==> config.mk <==
export PLATFORM = sky130hd
export DESIGN_NAME = servo_command_framer_unit
export DESIGN_NICKNAME = d
export VERILOG_FILES = /design/src/hdl/scf_pkg.sv /design/src/hdl/servo_command_framer_unit.sv /design/src/hdl/scf_front.sv /design/src/hdl/scf_queue.sv /design/src/hdl/scf_back.sv
export SDC_FILE = /design/constraint.sdc
export NUM_CORES = 1
export LEC_CHECK = 0
export ABC_AREA = 1
export BUFFER_PORTS_ARGS = -buffer_cell sky130_fd_sc_hd__buf_4
export CAP_MARGIN = 15
export CORE_AREA = 10 10 176 178
export DETAILED_ROUTE_END_ITERATION = 6
export DIE_AREA = 0 0 186 188
export PLACE_DENSITY = 0.73
export REMOVE_ABC_BUFFERS = 1
export SLEW_MARGIN = 20
export SYNTH_ARGS = -nofsm -noshare
export SYNTH_HDL_FRONTEND = slang
export SYNTH_SLANG_ARGS = --single-unit
export TNS_END_PERCENT = 20
==> constraint.sdc <==
create_clock -name clk -period 12.45 [get_ports clk]
set_input_delay 1.245 -clock clk [delete_from_list [all_inputs] [get_ports clk]]
set_output_delay 1.245 -clock clk [all_outputs]
set_load 0.01 [all_outputs]
==> src/hdl/scf_pkg.sv <==
// shared types and constants of the servo command framer
`default_nettype none

package scf_pkg;

    // configuration register indexes
    localparam logic [2:0] CFG_DUTY_FLOOR    = 3'd0;
    localparam logic [2:0] CFG_DUTY_CEIL     = 3'd1;
    localparam logic [2:0] CFG_HEADER_FIRST  = 3'd2;
    localparam logic [2:0] CFG_HEADER_SECOND = 3'd3;
    localparam logic [2:0] CFG_FUNCTION_CODE = 3'd4;
    localparam logic [2:0] CFG_COMMAND_CODE  = 3'd5;

    // configuration reset values
    localparam logic [15:0] DUTY_FLOOR_RST    = 16'd500;
    localparam logic [15:0] DUTY_CEIL_RST     = 16'd2500;
    localparam logic [7:0]  HEADER_FIRST_RST  = 8'd170;
    localparam logic [7:0]  HEADER_SECOND_RST = 8'd85;
    localparam logic [7:0]  FUNCTION_CODE_RST = 8'd4;
    localparam logic [7:0]  COMMAND_CODE_RST  = 8'd1;

    // fixed part of the length byte
    localparam logic [7:0] LEN_BASE = 8'd7;

    // byte positions of a frame, one per output byte
    localparam logic [3:0] STEP_HEADER_FIRST  = 4'd0;
    localparam logic [3:0] STEP_HEADER_SECOND = 4'd1;
    localparam logic [3:0] STEP_FUNCTION      = 4'd2;
    localparam logic [3:0] STEP_LENGTH        = 4'd3;
    localparam logic [3:0] STEP_COMMAND       = 4'd4;
    localparam logic [3:0] STEP_COUNT         = 4'd5;
    localparam logic [3:0] STEP_TIME_LOW      = 4'd6;
    localparam logic [3:0] STEP_TIME_HIGH     = 4'd7;
    localparam logic [3:0] STEP_SERVO_ID      = 4'd8;
    localparam logic [3:0] STEP_DUTY_LOW      = 4'd9;
    localparam logic [3:0] STEP_DUTY_HIGH     = 4'd10;
    localparam logic [3:0] STEP_CHECKSUM      = 4'd11;

    // configuration register set
    typedef struct packed {
        logic [15:0] duty_floor;
        logic [15:0] duty_ceil;
        logic [7:0]  header_first;
        logic [7:0]  header_second;
        logic [7:0]  function_code;
        logic [7:0]  command_code;
    } cfg_t;

    // classified work for the byte emitter
    typedef struct packed {
        logic        rejected;
        logic        first;
        logic        last;
        logic [7:0]  count;
        logic [7:0]  length;
        logic [15:0] move_time;
        logic [7:0]  servo_id;
        logic [15:0] duty;
    } job_t;

    // one result item
    typedef struct packed {
        logic [7:0] out_byte;
        logic       run_end;
        logic       rejected;
    } result_t;

endpackage

`default_nettype wire

==> src/hdl/servo_command_framer_unit.sv <==
// top level of the servo command framer: configuration registers and block wiring
//
// Each accepted item is one servo entry; the item that starts a frame also carries
// the servo count and move time. The block streams the frame out one byte per
// result item: two header bytes, function code, length (7+3n), command code, count,
// move time low/high, then per entry the servo id and the clamped duty low/high, and
// after the last entry the 8-bit sum of all preceding frame bytes. A start item with a count
// of zero or above MAX_SERVOS gives one result with rejected set and no frame.
// The front end takes one item per cycle while its two-entry job queue has room;
// the byte emitter in the back end produces one result byte per cycle while the
// output buffer has room, so a start item yields 11 or 12 bytes, a later entry 3
// or 4, a rejected start one. The emitter's one-byte-per-cycle output sets the
// sustained rate. Results wait in a two-entry output buffer. The configuration
// port is always ready; indexes above 5 are ignored.
`default_nettype none

module servo_command_framer_unit import scf_pkg::*; #(
    parameter int MAX_SERVOS = 21
) (
    input  wire logic        clk,
    input  wire logic        rst_n,
    input  wire logic        push,
    output logic             full,
    input  wire logic        frame_start,
    input  wire logic [7:0]  servo_count,
    input  wire logic [15:0] move_time,
    input  wire logic [7:0]  servo_id,
    input  wire logic [15:0] duty,
    output logic             empty,
    input  wire logic        pop,
    output logic [7:0]       out_byte,
    output logic             run_end,
    output logic             rejected,
    input  wire logic        cfg_valid,
    output logic             cfg_ready,
    input  wire logic [2:0]  cfg_index,
    input  wire logic [15:0] cfg_data
);

    cfg_t cfg_reg;
    logic q_full;
    logic q_push;
    job_t q_wr_job;
    logic q_empty;
    logic q_pop;
    job_t q_rd_job;

    assign cfg_ready = 1'b1;
    assign full      = q_full;

    // configuration registers
    always_ff @(posedge clk or negedge rst_n)
    begin
        if (!rst_n)
        begin
            cfg_reg.duty_floor    <= DUTY_FLOOR_RST;
            cfg_reg.duty_ceil     <= DUTY_CEIL_RST;
            cfg_reg.header_first  <= HEADER_FIRST_RST;
            cfg_reg.header_second <= HEADER_SECOND_RST;
            cfg_reg.function_code <= FUNCTION_CODE_RST;
            cfg_reg.command_code  <= COMMAND_CODE_RST;
        end
        else if (cfg_valid && cfg_ready)
        begin
            case (cfg_index)
                CFG_DUTY_FLOOR:    cfg_reg.duty_floor    <= cfg_data;
                CFG_DUTY_CEIL:     cfg_reg.duty_ceil     <= cfg_data;
                CFG_HEADER_FIRST:  cfg_reg.header_first  <= cfg_data[7:0];
                CFG_HEADER_SECOND: cfg_reg.header_second <= cfg_data[7:0];
                CFG_FUNCTION_CODE: cfg_reg.function_code <= cfg_data[7:0];
                CFG_COMMAND_CODE:  cfg_reg.command_code  <= cfg_data[7:0];
                default:           ;
            endcase
        end
    end

    // item classification
    scf_front #(
        .MAX_SERVOS (MAX_SERVOS)
    ) u_front (
        .clk         (clk),
        .rst_n       (rst_n),
        .push        (push),
        .frame_start (frame_start),
        .servo_count (servo_count),
        .move_time   (move_time),
        .servo_id    (servo_id),
        .duty        (duty),
        .cfg         (cfg_reg),
        .q_full      (q_full),
        .q_push      (q_push),
        .q_job       (q_wr_job)
    );

    // job queue
    scf_queue u_queue (
        .clk     (clk),
        .rst_n   (rst_n),
        .wr_en   (q_push),
        .wr_data (q_wr_job),
        .full    (q_full),
        .rd_en   (q_pop),
        .rd_data (q_rd_job),
        .empty   (q_empty)
    );

    // byte emitter
    scf_back u_back (
        .clk      (clk),
        .rst_n    (rst_n),
        .cfg      (cfg_reg),
        .q_job    (q_rd_job),
        .q_empty  (q_empty),
        .q_pop    (q_pop),
        .empty    (empty),
        .pop      (pop),
        .out_byte (out_byte),
        .run_end  (run_end),
        .rejected (rejected)
    );

endmodule

`default_nettype wire

==> src/hdl/scf_front.sv <==
// front end: accepts items, tracks frame state, clamps duty and builds jobs
`default_nettype none

module scf_front import scf_pkg::*; #(
    parameter int MAX_SERVOS = 21
) (
    input  wire logic        clk,
    input  wire logic        rst_n,
    input  wire logic        push,
    input  wire logic        frame_start,
    input  wire logic [7:0]  servo_count,
    input  wire logic [15:0] move_time,
    input  wire logic [7:0]  servo_id,
    input  wire logic [15:0] duty,
    input  wire cfg_t        cfg,
    input  wire logic        q_full,
    output logic             q_push,
    output job_t             q_job
);

    logic       in_frame_reg;
    logic       in_frame_next;
    logic [4:0] entries_left_reg;
    logic [4:0] entries_left_next;
    logic       accept;
    logic       bad_count;
    logic [7:0] count_x3;
    logic [15:0] duty_clamped;

    assign accept    = push && !q_full;
    assign bad_count = (servo_count == 8'd0) || (servo_count > 8'(MAX_SERVOS));
    assign count_x3  = (servo_count << 1) + servo_count;

    // clamp against the configured limits, lower limit first
    always_comb
    begin
        if (duty < cfg.duty_floor)
            duty_clamped = cfg.duty_floor;
        else if (duty > cfg.duty_ceil)
            duty_clamped = cfg.duty_ceil;
        else
            duty_clamped = duty;
    end

    // job for the back end
    always_comb
    begin
        q_push             = accept && (frame_start || in_frame_reg);
        q_job.rejected     = frame_start && bad_count;
        q_job.first        = frame_start;
        q_job.last         = frame_start ? (servo_count == 8'd1) : (entries_left_reg == 5'd1);
        q_job.count        = servo_count;
        q_job.length       = LEN_BASE + count_x3;
        q_job.move_time    = move_time;
        q_job.servo_id     = servo_id;
        q_job.duty         = duty_clamped;
    end

    // frame tracking
    always_comb
    begin
        in_frame_next     = in_frame_reg;
        entries_left_next = entries_left_reg;
        if (accept)
        begin
            if (frame_start)
            begin
                if (bad_count)
                begin
                    in_frame_next     = 1'b0;
                    entries_left_next = 5'd0;
                end
                else
                begin
                    in_frame_next     = (servo_count != 8'd1);
                    entries_left_next = servo_count[4:0] - 5'd1;
                end
            end
            else if (in_frame_reg)
            begin
                in_frame_next     = (entries_left_reg != 5'd1);
                entries_left_next = entries_left_reg - 5'd1;
            end
        end
    end

    always_ff @(posedge clk or negedge rst_n)
    begin
        if (!rst_n)
        begin
            in_frame_reg     <= 1'b0;
            entries_left_reg <= 5'd0;
        end
        else
        begin
            in_frame_reg     <= in_frame_next;
            entries_left_reg <= entries_left_next;
        end
    end

endmodule

`default_nettype wire

==> src/hdl/scf_queue.sv <==
// two-entry job queue between front and back end
`default_nettype none

module scf_queue import scf_pkg::*; (
    input  wire logic clk,
    input  wire logic rst_n,
    input  wire logic wr_en,
    input  wire job_t wr_data,
    output logic      full,
    input  wire logic rd_en,
    output job_t      rd_data,
    output logic      empty
);

    job_t       slot_reg [2];
    logic       wr_ptr_reg;
    logic       rd_ptr_reg;
    logic [1:0] count_reg;
    logic [1:0] count_next;
    logic       do_wr;
    logic       do_rd;

    assign full    = (count_reg == 2'd2);
    assign empty   = (count_reg == 2'd0);
    assign do_wr   = wr_en && !full;
    assign do_rd   = rd_en && !empty;
    assign rd_data = slot_reg[rd_ptr_reg];

    // occupancy
    always_comb
    begin
        count_next = count_reg;
        if (do_wr && !do_rd)
            count_next = count_reg + 2'd1;
        else if (do_rd && !do_wr)
            count_next = count_reg - 2'd1;
    end

    // pointers and fill level
    always_ff @(posedge clk or negedge rst_n)
    begin
        if (!rst_n)
        begin
            wr_ptr_reg <= 1'b0;
            rd_ptr_reg <= 1'b0;
            count_reg  <= 2'd0;
        end
        else
        begin
            if (do_wr)
                wr_ptr_reg <= !wr_ptr_reg;
            if (do_rd)
                rd_ptr_reg <= !rd_ptr_reg;
            count_reg <= count_next;
        end
    end

    // payload storage
    always_ff @(posedge clk)
    begin
        if (do_wr)
            slot_reg[wr_ptr_reg] <= wr_data;
    end

endmodule

`default_nettype wire

==> src/hdl/scf_back.sv <==
// back end: walks each job byte by byte, keeps the checksum, buffers results
`default_nettype none

module scf_back import scf_pkg::*; (
    input  wire logic  clk,
    input  wire logic  rst_n,
    input  wire cfg_t  cfg,
    input  wire job_t  q_job,
    input  wire logic  q_empty,
    output logic       q_pop,
    output logic       empty,
    input  wire logic  pop,
    output logic [7:0] out_byte,
    output logic       run_end,
    output logic       rejected
);

    logic       active_reg;
    logic       active_next;
    job_t       job_reg;
    logic [3:0] step_reg;
    logic [3:0] step_next;
    logic [7:0] sum_reg;
    logic [7:0] sum_next;

    result_t    obuf_reg [2];
    logic       owr_ptr_reg;
    logic       ord_ptr_reg;
    logic [1:0] ocount_reg;
    logic [1:0] ocount_next;

    logic       obuf_full;
    logic       emit;
    logic       done;
    logic       load;
    logic [3:0] last_step;
    logic [7:0] frame_byte;
    result_t    res;
    logic       opop;

    assign obuf_full = (ocount_reg == 2'd2);
    assign emit      = active_reg && !obuf_full;
    assign last_step = job_reg.last ? STEP_CHECKSUM : STEP_DUTY_HIGH;
    assign done      = emit && (job_reg.rejected || (step_reg == last_step));
    assign load      = !q_empty && (!active_reg || done);
    assign q_pop     = load;
    assign opop      = pop && (ocount_reg != 2'd0);

    // byte selection by frame position
    always_comb
    begin
        case (step_reg)
            STEP_HEADER_FIRST:  frame_byte = cfg.header_first;
            STEP_HEADER_SECOND: frame_byte = cfg.header_second;
            STEP_FUNCTION:      frame_byte = cfg.function_code;
            STEP_LENGTH:        frame_byte = job_reg.length;
            STEP_COMMAND:       frame_byte = cfg.command_code;
            STEP_COUNT:         frame_byte = job_reg.count;
            STEP_TIME_LOW:      frame_byte = job_reg.move_time[7:0];
            STEP_TIME_HIGH:     frame_byte = job_reg.move_time[15:8];
            STEP_SERVO_ID:      frame_byte = job_reg.servo_id;
            STEP_DUTY_LOW:      frame_byte = job_reg.duty[7:0];
            STEP_DUTY_HIGH:     frame_byte = job_reg.duty[15:8];
            STEP_CHECKSUM:      frame_byte = sum_reg;
            default:            frame_byte = 8'd0;
        endcase
    end

    // result item being produced
    always_comb
    begin
        res.out_byte = job_reg.rejected ? 8'd0 : frame_byte;
        res.run_end  = job_reg.rejected || (step_reg == last_step);
        res.rejected = job_reg.rejected;
    end

    // sequencing and checksum
    always_comb
    begin
        active_next = active_reg;
        step_next   = step_reg;
        sum_next    = sum_reg;
        if (emit && !job_reg.rejected)
        begin
            step_next = step_reg + 4'd1;
            if (step_reg == STEP_CHECKSUM)
                sum_next = 8'd0;
            else if (step_reg == STEP_HEADER_FIRST)
                sum_next = frame_byte;
            else
                sum_next = sum_reg + frame_byte;
        end
        if (load)
        begin
            active_next = 1'b1;
            step_next   = q_job.first ? STEP_HEADER_FIRST : STEP_SERVO_ID;
        end
        else if (done)
            active_next = 1'b0;
    end

    always_ff @(posedge clk or negedge rst_n)
    begin
        if (!rst_n)
        begin
            active_reg <= 1'b0;
            step_reg   <= STEP_HEADER_FIRST;
            sum_reg    <= 8'd0;
        end
        else
        begin
            active_reg <= active_next;
            step_reg   <= step_next;
            sum_reg    <= sum_next;
        end
    end

    // current job payload
    always_ff @(posedge clk)
    begin
        if (load)
            job_reg <= q_job;
    end

    // output buffer occupancy
    always_comb
    begin
        ocount_next = ocount_reg;
        if (emit && !opop)
            ocount_next = ocount_reg + 2'd1;
        else if (opop && !emit)
            ocount_next = ocount_reg - 2'd1;
    end

    always_ff @(posedge clk or negedge rst_n)
    begin
        if (!rst_n)
        begin
            owr_ptr_reg <= 1'b0;
            ord_ptr_reg <= 1'b0;
            ocount_reg  <= 2'd0;
        end
        else
        begin
            if (emit)
                owr_ptr_reg <= !owr_ptr_reg;
            if (opop)
                ord_ptr_reg <= !ord_ptr_reg;
            ocount_reg <= ocount_next;
        end
    end

    always_ff @(posedge clk)
    begin
        if (emit)
            obuf_reg[owr_ptr_reg] <= res;
    end

    // result ports
    assign empty    = (ocount_reg == 2'd0);
    assign out_byte = obuf_reg[ord_ptr_reg].out_byte;
    assign run_end  = obuf_reg[ord_ptr_reg].run_end;
    assign rejected = obuf_reg[ord_ptr_reg].rejected;

endmodule

`default_nettype wire

==> impl_metrics.py, run 1 <==
metrics = {
    "outcome": {
        "outcome": "finished, final reports clean",
    },
    "routing": {
        "top_layer": "met4",
        "routed_wl_um": 30300,
        "drc": 0,
        "wl_met2_um": 14900,
        "wl_per_cell_um": 16.3,
        "first_iter_violations": 634,
        "drt-vias-per-instance": 5.19,
        "firstDrtPassIters": 5,
        "ant_nets": 0,
        "vias": 9637,
        "wl_met3_um": 1590,
        "wl_met1_um": 13000,
    },
    "yosys": {
        "yosys-top-cells-area": "edfxtp_1 43%, nand2_1 14%, dfrtp_1 13%, ha_1 6.0%, inv_1 4.1%",
        "yosysSeqAreaShare_pct": 60.2,
        "synth_common_cells": "519 x nand2_1, 196 x edfxtp_1, 148 x inv_1",
        "async_reset_ff_share_pct": 31.7,
        "yosysWarnings": 0,
        "synthDistinctLibCells": 47,
        "syn_avg_cell_area_um2": 9.68,
        "netlist_instances": 1404,
        "yosys.area.top_type": "edfxtp_1",
        "netlist_area_um2": 13600,
        "synth-edff-count": 196,
        "ys_ff_latch": 287,
        "synth_most_common_cell": "nand2_1",
        "synth_top_cell_area_share_pct": 43.3,
        "synth-main-ff-cell": "edfxtp_1",
    },
    "worst_setup_path": {
        "cp.required_ns": 12.87,
        "cp_top_family": "simple AND/OR/NAND/NOR gates",
        "cp.buffers_inverters": 4,
        "crit_chain": "inv_1, ha_1, inv_1, nor2_4, nand2_1, nand3_1, a21oi_2, nand3_1, ha_1, inv_1, fa_1, inv_1, nand3_1, nand2_1, xnor2_1, a21oi_1, nand2_1, o21ai_0",
        "critPathKind": "reg -> reg",
        "slowest_stage": "dfrtp_1",
        "slowest_delay_ns": 0.43,
        "cp_max_fo": 16,
        "crit_path_end_kind": "flop",
        "startpoint_type": "flop",
        "critPathMostFrequentCell": "inv_1",
        "cp.arrival_ns": 3.50,
    },
    "sta": {
        "slew_viol_final": 0,
        "skew_ns": 0.0109,
        "hold_viol": 0,
        "fin_crit_sh_pct": 24.8,
        "slew_headroom_pct": 29.4,
        "setup_violations": 0,
        "max_slew.worst_pin.slew_ns": 1.06,
        "grt_setup_unrepaired": "no",
        "tns_ns": 0,
        "max_freq_mhz": 324,
        "period_minus_slack_ns": 3.09,
    },
    "clock_network": {
        "cts-resized-gates": 0,
        "cts_hold_buf": 0,
        "clk_pin_slew_ns": 0.06,
        "worstSkewPairLatency_ns": 0.54,
        "cts_buffers": 29,
        "cts.sinks": 287,
        "postCtsSetupBuffers": 0,
        "cts_buffer_depth": 3,
        "htree_levels": 1,
        "clockRootBuffer": "clkbuf_16",
        "cts_tree": "built",
    },
    "global_route": {
        "grt_pass1_wl_um": 48900,
        "grt_pass1_vias": 9465,
        "grt_max_degree": 62,
        "overflow": 0,
        "antenna_found_initial": 0,
        "grt_usage_pct": 17.4,
    },
    "floorplan": {
        "die_area_um2": 35000,
        "rows": 61,
        "core-area_um2": 27500,
        "dieWidth_um": 186,
        "io_pins": 86,
        "start_util_pct": 49.5,
        "fp.dieH_um": 188,
    },
    "placement": {
        "dp_hpwl_um": 21500,
        "placedCellCount": 1805,
        "port_buffers": 84,
        "placed_area_um2": 14600,
        "gp_congestion": 0.930,
    },
    "power_and_ir_drop": {
        "powerDensity_nw_per_um2": 235,
        "ir_drop_uv": 113,
        "p_leak_uw": 0.00715,
    },
    "cells_and_area": {
        "largest_reg_flops": 118,
        "final_cell_area_um2": 15600,
        "fin_cells": 1858,
        "final_nets": 1629,
        "fin_util_pct": 56.7,
        "final_layout_size_suffix_gt1_share_pct": 12.8,
        "antenna_cells": 0,
        "area_growth_pct": 14.7,
    },
    "hold_path": {
        "hp-class": "reg -> reg",
    },
    "run": {
        "maxCapViolCount": 0,
    },
}
-- per-stage QoR --
step,total power [uW],hold WS (ns),worst slack (ns)
2_1_floorplan,2350,0.453,7.77
3_3_place_gp,2710,0.467,9.23
3_5_place_dp,2750,0.475,9.20
4_1_cts,3680,0.490,9.38
5_1_grt,3910,0.511,9.09
6_report,3660,0.488,9.36
-- tightest hold or removal path, stage by stage, from the launching register on --
cell     delay [ns]
dfrtp_1        0.34
nand2_1        0.05
o21ai_0        0.06
-- layout by cell type, fill, tap and decap left out, types with 7 or more instances in the layout --
cell type and n:
inv_1 147, edfxtp_1 196, xnor2_1 8, clkbuf_1 7, inv_2 9, nor2_4 7, nor2_1 61, clkbuf_16 29
a21oi_1 33, nand2_1 519, ha_1 65, nand4_1 10, xor2_1 13, dfstp_2 21, o21ai_0 95, nand3_1 63
dfrtp_1 69, buf_4 89
-- where the power goes --
| part | switching (uW) | total, uW | leakage, uW | internal (uW) |
|---|---|---|---|---|
| registers | 142 | 1560 | 0.00293 | 1420 |
| logic | 788 | 1170 | 0.00372 | 380 |
| clock network | 353 | 930 | 0.000499 | 576 |
-- cell families (layout without fill, tap and decap cells) --
logic type	Yosys count	count (layout)	share of synthesized area [%]
compound gates	151	151	6.11
xor+xnor	21	21	1.35
fa+ha+maj	66	66	6.13
buf+inv	191	299	5.44
flops	287	287	60.2
mux	2	2	0.147
other cells	1	1	0.0276
simple gates	685	685	20.6
-- worst paths after layout --
check                                   startpoint            endpoint  slack [ns]  cells past startpoint
worst max-delay path            u_back.step_reg[1]   u_back.sum_reg[4]        9.36                     18
worst min-delay path                   cfg_reg[46]         cfg_reg[46]        0.49                      2
worst max register to register  u_back.step_reg[1]   u_back.sum_reg[4]        9.36                     18
worst min register to register         cfg_reg[46]         cfg_reg[46]        0.49                      2
max in group asynchronous                    rst_n  u_queue.rd_ptr_reg       10.57                      2
min in group asynchronous                    rst_n         cfg_reg[42]        0.67                      1
-- final cells by class --
class / count / area (um2)
multi-input cells: 926 / 4680
repair buffers: 89 / 668
well taps: 346 / 433
inverters: 157 / 589
clock inverters: 13 / 223
fillers: 2350 / 11900
clock buffers: 40 / 807
flip-flops and latches: 287 / 8190
-- metal layers --
metal  vias up  global-route usage [%]
met5         -                       0
met4         0                    5.58
met3        52                    2.76
met2       239                    29.2
met1      4584                    22.6
li1       4762                       -
Power figures use the tool's default switching activity.
==> inputs of run 2 (changes only) <==
--- a/config.mk
+++ b/config.mk
@@ -5,13 +5,13 @@
 export SDC_FILE = /design/constraint.sdc
 export NUM_CORES = 1
 export LEC_CHECK = 0
-export ABC_AREA = 1
+export ABC_AREA = 0
 export BUFFER_PORTS_ARGS = -buffer_cell sky130_fd_sc_hd__buf_4
 export CAP_MARGIN = 15
-export CORE_AREA = 10 10 176 178
+export CORE_AREA = 10 10 174 176
 export DETAILED_ROUTE_END_ITERATION = 6
-export DIE_AREA = 0 0 186 188
-export PLACE_DENSITY = 0.73
+export DIE_AREA = 0 0 184 186
+export PLACE_DENSITY = 0.76
 export REMOVE_ABC_BUFFERS = 1
 export SLEW_MARGIN = 20
 export SYNTH_ARGS = -nofsm -noshare
==> constraint.sdc (replaced) <==
create_clock -name clk -period 2.5 [get_ports clk]
set_input_delay 0.25 -clock clk [delete_from_list [all_inputs] [get_ports clk]]
set_output_delay 0.25 -clock clk [all_outputs]
set_load 0.01 [all_outputs]
==> run 2 against run 1 <==
  * Clock skew barely moved
  * Largest cell class unchanged
  * Highest routed layer unchanged
  * The flow now finishes with violations (negative setup slack)
  * Power rose to 5.6 times the previous value
  * Utilization rose by 5.7 points
  * Critical path type unchanged
  * Count of clock-buffer cells in the layout fell by 6
  * Sequential share of layout area fell by 3.4 points
==> impl_metrics.py, run 2 <==
metrics = {
    "floorplan": {
        "core-area_um2": 26700,
        "fp.dieH_um": 186,
        "io_pins": 86,
        "dieWidth_um": 184,
        "rows": 60,
        "die_area_um2": 34200,
        "start_util_pct": 49.4,
    },
    "worst_setup_path": {
        "startpoint_type": "flop",
        "critPathKind": "reg -> reg",
        "slowest_delay_ns": 0.42,
        "crit_path_end_kind": "flop",
        "cp.arrival_ns": 3.67,
        "crit_chain": "buf_6, ha_4, buf_6, buf_4, a222oi_1, a32oi_1, o21ai_1, inv_1, ha_4, a21oi_4, o211ai_1, buf_4, o41ai_4, nor3b_1, a211oi_1, o221ai_1",
        "cp_max_fo": 7,
        "slowest_stage": "dfrtp_1",
        "cp.required_ns": 2.90,
    },
    "routing": {
        "vias": 8495,
        "drc": 0,
        "routed_wl_um": 30500,
        "ant_nets": 0,
        "firstDrtPassIters": 5,
        "first_iter_violations": 736,
        "wl_per_cell_um": 19.6,
        "drt-vias-per-instance": 5.48,
    },
    "power_and_ir_drop": {
        "ir_drop_uv": 838,
        "p_leak_uw": 0.00667,
        "powerDensity_nw_per_um2": 1220,
    },
    "clock_network": {
        "cts_buffer_depth": 3,
        "clk_pin_slew_ns": 0.06,
        "worstSkewPairLatency_ns": 0.55,
        "cts.sinks": 287,
        "cts_tree": "built",
        "htree_levels": 1,
        "cts_buffers": 29,
        "clockRootBuffer": "clkbuf_16",
    },
    "hold_path": {
        "hp-class": "in -> reg",
    },
    "yosys": {
        "ys_ff_latch": 287,
        "netlist_instances": 962,
        "yosys-top-cells-area": "edfxtp_1 45%, dfrtp_1 13%, mux2_2 9.0%, ha_1 6.2%, dfstp_2 4.2%",
        "yosys.area.top_type": "edfxtp_1",
        "synth-main-ff-cell": "edfxtp_1",
        "async_reset_ff_share_pct": 31.7,
        "yosysWarnings": 0,
        "synthDistinctLibCells": 66,
        "syn_avg_cell_area_um2": 13.7,
        "synth_most_common_cell": "edfxtp_1",
        "netlist_area_um2": 13200,
        "synth_top_cell_area_share_pct": 44.6,
        "synth-edff-count": 196,
        "yosysSeqAreaShare_pct": 62.0,
        "synth_common_cells": "196 x edfxtp_1, 106 x mux2_2, 72 x nand2_1",
    },
    "sta": {
        "tns_ns": -5.21,
        "period_minus_slack_ns": 3.26,
        "setup_violations": 10,
        "skew_ns": 0.0106,
        "slew_headroom_pct": 45.8,
        "hold_viol": 0,
        "fin_crit_sh_pct": 131,
        "grt_setup_unrepaired": "yes",
        "max_slew.worst_pin.slew_ns": 0.809,
        "max_freq_mhz": 306,
        "timing.final.ws_setup_ns": -0.765,
        "slew_viol_final": 0,
    },
    "cells_and_area": {
        "area_growth_pct": 26.4,
        "antenna_cells": 0,
        "final_layout_size_suffix_gt1_share_pct": 34.4,
        "seq_area_um2": 8190,
        "most-common-layout-cells": "196 x edfxtp_1, 175 x buf_4, 106 x mux2_2, 70 x nand2_1, 69 x dfrtp_1",
        "fill_cells": 2001,
        "multi_input_area_um2": 4900,
        "final_cell_area_um2": 16700,
        "final_nets": 1326,
        "final_common_cell": "edfxtp_1",
        "fin_util_pct": 62.4,
        "largest_reg_flops": 118,
    },
    "global_route": {
        "grt_usage_pct": 17.6,
        "grt_pass1_wl_um": 47700,
        "grt_max_degree": 60,
        "overflow": 0,
        "grt_pass1_vias": 8810,
        "antenna_found_initial": 0,
    },
    "outcome": {
        "outcome": "complete, but fails checks",
        "violations": "negative setup slack",
    },
    "run": {
        "maxCapViolCount": 0,
    },
    "placement": {
        "placed_area_um2": 14800,
        "gp_congestion": 0.867,
        "dp_hpwl_um": 21100,
        "port_buffers": 84,
    },
}
## run 2: changes by cell type in the layout (fill, tap and decap cells not counted), moves of 12 or more
| cell | before | now |
|---|---|---|
| nor2_1 | 61 | 32 |
| o21ai_0 | 95 | 48 |
| buf_4 | 89 | 175 |
| xnor2_1 | 8 | 20 |
| dlygate4sd3_1 | 0 | 49 |
| mux2i_1 | 2 | 32 |
| nand3_1 | 63 | 4 |
| mux2_2 | 0 | 106 |
| a22o_1 | 0 | 12 |
| nand2_1 | 519 | 70 |
| inv_1 | 147 | 62 |
## run 2: report_power, final
group	total (uW)	switching (uW)	internal, uW	leakage, uW
Clock	4300	1800	2500	0.000467
Sequential	8010	870	7140	0.00290
Combinational	8080	4090	3990	0.00330
Total	20400	6760	13600	0.00667
## run 2: repair_timing
action,CTS,global route
hold buffers,49,0
gates resized for setup,28,33
setup buffers,18,7
setup endpoints to repair,35,52
hold endpoints to repair,140,0
pin swaps,22,30
## run 2: final timing paths
kind                                           end  depth (start not counted)  slack, ns                from
setup reg to reg                 u_back.sum_reg[7]                         16      -0.76  u_back.step_reg[1]
hold / removal             u_queue.slot_reg[0][57]                          1       0.04         frame_start
max in group asynchronous              cfg_reg[22]                          3       1.59               rst_n
min in group asynchronous              cfg_reg[46]                          2       0.24               rst_n
hold reg to reg                 u_back.owr_ptr_reg                          1       0.50  u_back.owr_ptr_reg
setup / recovery                 u_back.sum_reg[7]                         16      -0.76  u_back.step_reg[1]
## run 2: routing by layer
metal | GRT usage (%) | routed length, um
met1 | 23.2 | 13200
met3 | 2.73 | 1600
met2 | 30.0 | 15100
met5 | 0 | 0
met4 | 3.97 | 590
## run 2: cell families after synthesis
kind of cell	after synthesis	share of synthesized area [%]
compound gates	173	9.04
buf+inv	106	3.20
flops	287	62.0
mux	145	12.0
other cells	1	0.0284
simple gates	155	5.45
xor+xnor	29	1.92
fa+ha+maj	66	6.31
## run 2: area by class of cell
type,count,share of cell area [%]
Sequential cell,287,49.1
Inverter,67,1.51
Tap cell,341,2.56
Multi-Input combinational cell,569,29.3
Timing Repair Buffer,233,11.8
Clock inverter,20,1.13
Clock buffer,34,4.58
## run 2: through the flow
step	instances	power [uW]	worst slack, ns	hold slack [ns]
6_report	1551	20400	-0.765	0.0419
5_1_grt	1551	21500	-0.875	0.0378
3_5_place_dp	1425	15000	-0.855	0.253
4_1_cts	1546	20000	-0.679	0.0248
3_3_place_gp	1425	14800	-0.722	0.245
2_1_floorplan	923	12000	-1.55	-0.0456
## run 2: worst max-delay path, delay by kind of cell (launching register included)
kind / cells / cell delay (ns)
adder cells (fa/ha/maj): 2 / 0.36
buffers and inverters: 5 / 0.69
flip-flops: 1 / 0.42
AND/OR/NAND/NOR: 1 / 0.11
AO/OA/AOI/OAI: 8 / 1.54
